File: src/btb_pkg.sv
// Shared types and constants for the branch target buffer next-PC predictor.
// No dependencies; imported by the queue, the core and the top level.
`default_nettype none
package btb_pkg;

    localparam int BTB_ENTRIES = 16;
    localparam int PC_W        = 32;
    localparam int S_TDATA_W   = 72;
    localparam int M_TDATA_W   = 40;

    localparam logic [1:0] OUTCOME_NOT_TAKEN = 2'd0;
    localparam logic [1:0] OUTCOME_TAKEN     = 2'd1;
    localparam logic [1:0] OUTCOME_NOT_SET   = 2'd3;

    localparam logic OP_LOOKUP = 1'b0;
    localparam logic OP_UPDATE = 1'b1;

    localparam logic [PC_W-1:0] PC_STEP = 32'd4;

    typedef struct packed {
        logic            op;
        logic [PC_W-1:0] pc;
        logic [PC_W-1:0] target;
        logic            taken;
    } t_item;

    typedef struct packed {
        logic  valid;
        t_item item;
    } t_q_head;

    typedef enum logic {
        S_MATCH,
        S_APPLY
    } t_state;

endpackage
`default_nettype wire

File: src/btb_queue.sv
// Front end: accepts request beats, unpacks them and holds them in a two-entry queue.
// Depends on btb_pkg for the item types.
`default_nettype none
module btb_queue (
    input  wire logic                            i_clk,
    input  wire logic                            i_rst_n,
    input  wire logic                            s_axis_tvalid,
    output logic                                 s_axis_tready,
    // pc [31:0], target [63:32], taken [64], zero fill [71:65]
    input  wire logic [btb_pkg::S_TDATA_W-1:0]   s_axis_tdata,
    // op [0]
    input  wire logic                            s_axis_tuser,
    input  wire logic                            i_pop,
    output btb_pkg::t_q_head                     o_head
);
    import btb_pkg::*;

    t_item      r_mem [2];
    logic       r_wr_ptr;
    logic       r_rd_ptr;
    logic [1:0] r_count;
    t_item      w_in_item;
    logic       w_push;

    always_comb begin
        w_in_item.op     = s_axis_tuser;
        w_in_item.pc     = s_axis_tdata[31:0];
        w_in_item.target = s_axis_tdata[63:32];
        w_in_item.taken  = s_axis_tdata[64];
    end

    assign s_axis_tready = (r_count != 2'd2);
    assign w_push        = s_axis_tvalid && s_axis_tready;

    always_ff @(posedge i_clk) begin
        if (!i_rst_n) begin
            r_wr_ptr <= 1'b0;
            r_rd_ptr <= 1'b0;
            r_count  <= 2'd0;
        end else begin
            if (w_push) begin
                r_wr_ptr <= ~r_wr_ptr;
            end
            if (i_pop) begin
                r_rd_ptr <= ~r_rd_ptr;
            end
            case ({w_push, i_pop})
                2'b10:   r_count <= r_count + 2'd1;
                2'b01:   r_count <= r_count - 2'd1;
                default: r_count <= r_count;
            endcase
        end
    end

    always_ff @(posedge i_clk) begin
        if (w_push) begin
            r_mem[r_wr_ptr] <= w_in_item;
        end
    end

    assign o_head.valid = (r_count != 2'd0);
    assign o_head.item  = r_mem[r_rd_ptr];

endmodule
`default_nettype wire

File: src/btb_core.sv
// Back end: tag match, LRU rank upkeep, entry writes and the result register.
// Depends on btb_pkg for the item types, outcome codes and state enum.
`default_nettype none
module btb_core #(
    parameter int ENTRIES = btb_pkg::BTB_ENTRIES
) (
    input  wire logic                            i_clk,
    input  wire logic                            i_rst_n,
    input  wire btb_pkg::t_q_head                i_head,
    output logic                                 o_pop,
    output logic [ENTRIES-1:0]                   o_sel_vec,
    output logic                                 m_axis_tvalid,
    input  wire logic                            m_axis_tready,
    // next_pc [31:0], hit [32], zero fill [39:33]
    output logic [btb_pkg::M_TDATA_W-1:0]        m_axis_tdata
);
    import btb_pkg::*;

    localparam int AGE_W = $clog2(ENTRIES);
    localparam logic [AGE_W-1:0] OLDEST = AGE_W'(ENTRIES - 1);

    t_state r_state;
    t_state n_state;

    // Entry file: valid bits and ranks are reset, payload is not.
    logic [ENTRIES-1:0] r_valid;
    logic [AGE_W-1:0]   r_age    [ENTRIES];
    logic [PC_W-1:0]    r_tag    [ENTRIES];
    logic [PC_W-1:0]    r_target [ENTRIES];
    logic [1:0]         r_outcome[ENTRIES];

    // Match results captured for the apply cycle.
    logic               r_op;
    logic [PC_W-1:0]    r_pc;
    logic [PC_W-1:0]    r_new_target;
    logic               r_taken;
    logic               r_hit;
    logic [ENTRIES-1:0] r_sel_vec;
    logic [AGE_W-1:0]   r_sel_age;
    logic [PC_W-1:0]    r_sel_target;
    logic [1:0]         r_sel_outcome;

    logic                 r_out_valid;
    logic [PC_W-1:0]      r_out_next_pc;
    logic                 r_out_hit;

    logic [ENTRIES-1:0] w_match;
    logic [ENTRIES-1:0] w_free;
    logic [ENTRIES-1:0] w_free_first;
    logic [ENTRIES-1:0] w_lru;
    logic [ENTRIES-1:0] w_ins;
    logic [ENTRIES-1:0] w_sel;
    logic               w_hit;
    logic [AGE_W-1:0]   w_sel_age;
    logic [PC_W-1:0]    w_sel_target;
    logic [1:0]         w_sel_outcome;
    logic               w_out_free;
    logic               w_commit;
    logic [PC_W-1:0]    w_next_pc;

    // Comparators against every entry; the buffer is fully associative.
    always_comb begin
        w_sel_age     = '0;
        w_sel_target  = '0;
        w_sel_outcome = '0;
        for (int i = 0; i < ENTRIES; i++) begin
            w_match[i] = r_valid[i] && (r_tag[i] == i_head.item.pc);
            w_lru[i]   = r_age[i] == OLDEST;
            if (w_match[i]) begin
                w_sel_age     = w_sel_age | r_age[i];
                w_sel_target  = w_sel_target | r_target[i];
                w_sel_outcome = w_sel_outcome | r_outcome[i];
            end
        end
    end

    // When the file is full the ranks are a permutation, so exactly one entry
    // holds the oldest rank and it is the victim.
    assign w_hit        = |w_match;
    assign w_free       = ~r_valid;
    assign w_free_first = w_free & (~w_free + ENTRIES'(1));
    assign w_ins        = (&r_valid) ? w_lru : w_free_first;
    assign w_sel        = w_hit ? w_match
                        : ((i_head.item.op == OP_LOOKUP) ? w_ins : '0);

    assign w_out_free = !r_out_valid || m_axis_tready;

    always_comb begin
        n_state = r_state;
        case (r_state)
            S_MATCH: begin
                if (i_head.valid) begin
                    n_state = S_APPLY;
                end
            end
            S_APPLY: begin
                if (w_out_free) begin
                    n_state = S_MATCH;
                end
            end
            default: n_state = S_MATCH;
        endcase
    end

    always_comb begin
        o_pop    = 1'b0;
        w_commit = 1'b0;
        case (r_state)
            S_MATCH: o_pop    = i_head.valid;
            S_APPLY: w_commit = w_out_free;
            default: begin
                o_pop    = 1'b0;
                w_commit = 1'b0;
            end
        endcase
    end

    always_ff @(posedge i_clk) begin
        if (!i_rst_n) begin
            r_state <= S_MATCH;
        end else begin
            r_state <= n_state;
        end
    end

    always_ff @(posedge i_clk) begin
        if (!i_rst_n) begin
            r_sel_vec <= '0;
        end else if (o_pop) begin
            r_sel_vec <= w_sel;
        end
    end

    always_ff @(posedge i_clk) begin
        if (o_pop) begin
            r_op          <= i_head.item.op;
            r_pc          <= i_head.item.pc;
            r_new_target  <= i_head.item.target;
            r_taken       <= i_head.item.taken;
            r_hit         <= w_hit;
            r_sel_age     <= w_sel_age;
            r_sel_target  <= w_sel_target;
            r_sel_outcome <= w_sel_outcome;
        end
    end

    // A hit ages only the entries younger than the touched one; an insert
    // ages every other valid entry.
    always_ff @(posedge i_clk) begin
        if (!i_rst_n) begin
            r_valid <= '0;
            for (int i = 0; i < ENTRIES; i++) begin
                r_age[i] <= '0;
            end
        end else if (w_commit && (r_op == OP_LOOKUP)) begin
            for (int i = 0; i < ENTRIES; i++) begin
                if (r_sel_vec[i]) begin
                    r_valid[i] <= 1'b1;
                    r_age[i]   <= '0;
                end else if (r_valid[i] && (!r_hit || (r_age[i] < r_sel_age))) begin
                    r_age[i] <= r_age[i] + AGE_W'(1);
                end
            end
        end
    end

    always_ff @(posedge i_clk) begin
        if (w_commit) begin
            for (int i = 0; i < ENTRIES; i++) begin
                if (r_sel_vec[i]) begin
                    if (r_op == OP_UPDATE) begin
                        r_outcome[i] <= r_taken ? OUTCOME_TAKEN : OUTCOME_NOT_TAKEN;
                    end else if (!r_hit) begin
                        r_tag[i]     <= r_pc;
                        r_target[i]  <= r_new_target;
                        r_outcome[i] <= OUTCOME_NOT_SET;
                    end
                end
            end
        end
    end

    always_comb begin
        if (r_op == OP_UPDATE) begin
            w_next_pc = '0;
        end else if (r_hit && (r_sel_outcome == OUTCOME_TAKEN)) begin
            w_next_pc = r_sel_target;
        end else begin
            w_next_pc = r_pc + PC_STEP;
        end
    end

    always_ff @(posedge i_clk) begin
        if (!i_rst_n) begin
            r_out_valid <= 1'b0;
        end else if (w_commit) begin
            r_out_valid <= 1'b1;
        end else if (m_axis_tready) begin
            r_out_valid <= 1'b0;
        end
    end

    always_ff @(posedge i_clk) begin
        if (w_commit) begin
            r_out_next_pc <= w_next_pc;
            r_out_hit     <= r_hit;
        end
    end

    assign m_axis_tvalid = r_out_valid;
    assign m_axis_tdata  = {7'b0, r_out_hit, r_out_next_pc};
    assign o_sel_vec     = r_sel_vec;

endmodule
`default_nettype wire

File: src/btb_lru_next_pc_predictor.sv
// Fully associative branch target buffer with LRU replacement. A lookup beat
// (tuser = 0) returns the stored target when the PC hits and its last outcome
// was taken, otherwise PC+4, and on a miss inserts the PC into a free entry or
// over the least recent one. An update beat (tuser = 1) records the taken bit
// of an entry that is present; next_pc is zero and hit tells whether it was
// found. Every request yields exactly one result beat. Each request passes
// through the back end's match state, which compares the PC against all tags
// and picks the entry, and then its apply state, which writes the entry file
// and the result register; the core pops no new request until that is done.
// A stalled result register holds the apply state until it drains, while a
// two-entry queue keeps taking requests. Reset clears the valid bits at once;
// no clearing pass is needed. Depends on btb_pkg, btb_queue and btb_core.
`default_nettype none
module btb_lru_next_pc_predictor #(
    parameter int ENTRIES = btb_pkg::BTB_ENTRIES
) (
    input  wire logic                            i_clk,
    input  wire logic                            i_rst_n,
    input  wire logic                            s_axis_tvalid,
    output logic                                 s_axis_tready,
    // pc [31:0], target [63:32], taken [64], zero fill [71:65]
    input  wire logic [btb_pkg::S_TDATA_W-1:0]   s_axis_tdata,
    // op [0]
    input  wire logic                            s_axis_tuser,
    output logic                                 m_axis_tvalid,
    input  wire logic                            m_axis_tready,
    // next_pc [31:0], hit [32], zero fill [39:33]
    output logic [btb_pkg::M_TDATA_W-1:0]        m_axis_tdata
);
    import btb_pkg::*;

    t_q_head            w_head;
    logic               w_pop;
    logic [ENTRIES-1:0] w_sel_vec;

    btb_queue u_queue (
        .i_clk         (i_clk),
        .i_rst_n       (i_rst_n),
        .s_axis_tvalid (s_axis_tvalid),
        .s_axis_tready (s_axis_tready),
        .s_axis_tdata  (s_axis_tdata),
        .s_axis_tuser  (s_axis_tuser),
        .i_pop         (w_pop),
        .o_head        (w_head)
    );

    btb_core #(
        .ENTRIES (ENTRIES)
    ) u_core (
        .i_clk         (i_clk),
        .i_rst_n       (i_rst_n),
        .i_head        (w_head),
        .o_pop         (w_pop),
        .o_sel_vec     (w_sel_vec),
        .m_axis_tvalid (m_axis_tvalid),
        .m_axis_tready (m_axis_tready),
        .m_axis_tdata  (m_axis_tdata)
    );

`ifndef SYNTHESIS
    // The core only takes a request that the queue actually holds.
    a_pop_needs_item: assert property (@(posedge i_clk) disable iff (!i_rst_n)
        w_pop |-> w_head.valid)
        else $error("core popped an empty queue");

    // Each request occupies the core for its match state and its apply state.
    a_pop_spacing: assert property (@(posedge i_clk) disable iff (!i_rst_n)
        w_pop |=> !w_pop)
        else $error("core popped in consecutive cycles");

    // At most one entry is chosen for a hit, an insert or an update.
    a_sel_onehot: assert property (@(posedge i_clk) disable iff (!i_rst_n)
        $onehot0(w_sel_vec))
        else $error("more than one entry selected");
`endif

endmodule
`default_nettype wire

File: config.mk
export PLATFORM = sky130hd
export DESIGN_NAME = btb_lru_next_pc_predictor
export DESIGN_NICKNAME = d
export VERILOG_FILES = /design/src/btb_pkg.sv /design/src/btb_queue.sv /design/src/btb_core.sv /design/src/btb_lru_next_pc_predictor.sv
export SDC_FILE = /design/constraint.sdc
export NUM_CORES = 2
export LEC_CHECK = 0
export ABC_AREA = 1
export BUFFER_PORTS_ARGS = -buffer_cell sky130_fd_sc_hd__buf_4
export CORE_UTILIZATION = 40
export CTS_BUF_LIST = sky130_fd_sc_hd__clkbuf_8
export DETAILED_ROUTE_END_ITERATION = 12
export PLACE_DENSITY = 0.55
export SLEW_MARGIN = 0
export SYNTH_ARGS = -nofsm -noshare
export SYNTH_HDL_FRONTEND = slang
export SYNTH_SLANG_ARGS = --single-unit
File: constraint.sdc
create_clock -name i_clk -period 5.7 [get_ports i_clk]
set_input_delay 0.285 -clock i_clk [delete_from_list [all_inputs] [get_ports i_clk]]
set_output_delay 0.285 -clock i_clk [all_outputs]
set_load 0.02 [all_outputs]
==> metrics <==
status=complete, but fails checks; failing checks=max-capacitance violations, max-slew violations; pin count of the biggest net entering global routing=66; number of fill cells=13.9k; vias in the first global route=40.7k; Final Non-Filler Cells=8198; die height=393 um; LEAKAGE=0.0269 uW; Setup Crit Path Kind=flip-flop to flip-flop; Critical Path RT=6.60 ns; initial antenna violation count=10; final setup fails=0; Core ar.=152000 um2; sequential share of the synthesized area=69.4%; total chip power=30200 uW; number of distinct library cells after synthesis=42; P_sw=10900 uW; Clk pwr share=27.9%; # port buffers=104; gpl congestion=0.945; WHS Path Cells=2; die width=393 um; placed insts=7634; Worst Tran Pin Value=1.49 ns; Synth Flop Type=edfxtp_1; crit end category=flip-flop; CTS clk-pin slew, worst paths=0.06 ns; Hold Crit Class=input port to flip-flop; Yosys Warn Count=0; number of enable flip-flop cells after synthesis=1388; CP Data Arrival Time=5.38 ns; Combinational Power Share=25.2%; FP Rows=143; CTS tree=done; vias=43.0k; sw frac=36.2%; Max Cap Viol=1; first-pass GRT wire length=289000 um; Reg power frac=46.9%; f_max=0.224 GHz; die area=155000 um2; nets=6109; Yosys top cell area share=68.0%; Layout Skew=0.0698 ns; H-tree Lvls=4; fin crit period=4.47 ns; fin crit share=78.5%; clock sink count=1429; register area=42500 um2; total wire length=205000 um; worst r2r path cells=18; hold violation total from the final report=0; Syn Std Cell Area=61300 um2; average routed wire per standard cell=25.0 um; Peak VDD IR=0.260 mV; Syn Inst Count=5532; clock latency on the worst-skew pair=0.99 ns; Ports=119; DRT Pass-1 Iters=6; Post-synth ARST share=0%; critical-path maximum fanout=52; fin. max-slew vios=1; CTS Buffer Depth=3; setup TNS=0 ns; Tot GR Track Use=26.2%; relative slew slack=-0.568%; initial core utilization=40.3%; Root Driver=clkbuf_8; DP Wirelength=125000 um; most common cell after layout, fill and taps aside=nand2_1; most frequent cells in the layout=nand2_1, edfxtp_1, inv_1; share of layout cells above drive strength 1=10.5%; Area Growth Syn to Fin=15.3%; CTS-repair resized insts=0; power per cell area=427 nW/um2; area of the multi-input gates=16300 um2; internal power=19200 uW; CTS buffer count=239; Worst setup SP type=flip-flop; total gr overflow=0; Post-route DRC=0; top cells by area, synth=edfxtp_1, nand2_1, nor2_1; post-synth top area cell=edfxtp_1; Initial DRC Count=5191; RSZ-0062 raised after global routing=false; Vias per Instance=5.24; post-route ant nets=0; Synth Register Bits=1429; Avg Cell Area, Syn=11.1 um2
[cells in the mapped netlist (3+ instances only)]
| master | instances |
|---|---|
| buf_4 | 20 |
| o21ai_0 | 151 |
| nand2_2 | 10 |
| nor3_1 | 43 |
| buf_2 | 85 |
| a221oi_1 | 16 |
| buf_1 | 5 |
| ha_1 | 66 |
| o211ai_1 | 22 |
| nand4_1 | 154 |
| xnor2_1 | 130 |
| or2_1 | 4 |
| dfxtp_1 | 41 |
| o22ai_1 | 3 |
| nor3b_1 | 5 |
| or2_2 | 34 |
| nand3_1 | 224 |
| clkbuf_1 | 62 |
| nand2_4 | 8 |
| nand3b_1 | 18 |
| buf_6 | 13 |
| o31ai_1 | 3 |
| nor2_1 | 523 |
| a21oi_1 | 83 |
| o21a_1 | 16 |
| edfxtp_1 | 1388 |
| inv_1 | 465 |
| nand2_1 | 1851 |
| xor2_1 | 48 |
| o21ai_1 | 24 |
[per-stage QoR]
step	util, %	area, um2	setup WS [ns]	hold WS (ns)
final	46.5	70600	1.23	0.0683
after global routing	46.5	70600	0.980	0.0488
after floorplan	-	61300	0.780	0.384
after detailed placement	42.9	65100	1.34	0.447
after CTS	46.5	70600	1.34	0.00270
after global placement	42.9	65100	1.35	0.439
[critical path, stage by stage, from the launching register on]
cell,delay (ns)
dfxtp_4,0.36
inv_4,0.42
nand2_1,0.32
nand2_1,0.74
nand2_1,0.10
nand2_1,0.10
nor2_1,0.06
nand2_1,0.06
nor2_1,0.04
nand3_1,0.35
nor2_4,0.08
buf_4,0.23
nor2_1,0.13
nand2_1,0.09
nor2_4,0.50
nand2_4,0.30
nand2_1,0.14
nand3_1,0.07
a21oi_1,0.16
[metal layers]
layer  part of all wire [%]  vias up  track usage [%]
li1                       -    19500                -
met1                     41    21000             35.3
met2                     46     2042             41.6
met3                    9.5      417             5.29
met4                    3.8        2             10.2
met5                 0.0054        -                0
[final cells by class]
class / count / area share (%)
Inverter: 469 / 2.50
Tap cell: 2030 / 3.60
Timing Repair Buffer: 372 / 4.52
Antenna cell: 5 / 0.0177
Clock inverter: 196 / 1.40
Sequential cell: 1429 / 60.2
Multi-Input combinational cell: 3455 / 23.1
Clock buffer: 242 / 4.71
[power groups by stage]
stage	Sequential (uW)	Combinational [uW]	Clock (uW)
6_report	14100	7580	8420
5_1_grt	14200	7930	8960
4_1_cts	14100	7400	8540
3_5_place_dp	14300	7300	0
3_3_place_gp	14300	7280	0
2_1_floorplan	14400	3420	0
[flip-flops by register name, indices dropped and copies added (netlist names), 2 cells and up, named ones only]
signal / count
u_core.o_sel_vec: 16
u_core.r_age: 64
u_core.r_new_target: 32
u_core.r_out_next_pc: 32
u_core.r_outcome: 32
u_core.r_pc: 32
u_core.r_sel_age: 4
u_core.r_sel_outcome: 2
u_core.r_sel_target: 32
u_core.r_tag: 512
u_core.r_target: 512
u_core.r_valid: 16
u_queue.r_count: 2
u_queue.r_mem: 132
[what timing repair did]
action / in CTS / in global routing
setup endpoints to repair: 0 / 0
buffers inserted: 0 / 0
hold buffers: 120 / 0
endpoints found under the hold margin: 202 / 0
[worst paths after layout]
kind                          end  slack, ns        startpoint
max           u_core.o_sel_vec[0]       1.23         flip-flop
min          u_queue.r_mem[0][38]       0.07   s_axis_tdata[5]
max reg2reg   u_core.o_sel_vec[0]       1.23         flip-flop
min reg2reg      u_queue.r_rd_ptr       0.45  u_queue.r_rd_ptr
[cells by family (layout without fill, tap and decap cells)]
kind of cell,count (synthesis),count (layout),share of synthesized area [%]
other,1,12,0.00612
flip-flops,1429,1429,69.4
adder cells (fa/ha/maj),66,66,1.35
AO/OA/AOI/OAI,324,324,2.95
AND/OR/NAND/NOR,2880,2880,19.3
buffers and inverters,654,1279,4.47
XOR/XNOR,178,178,2.54
(Power assumes the default switching activity.)
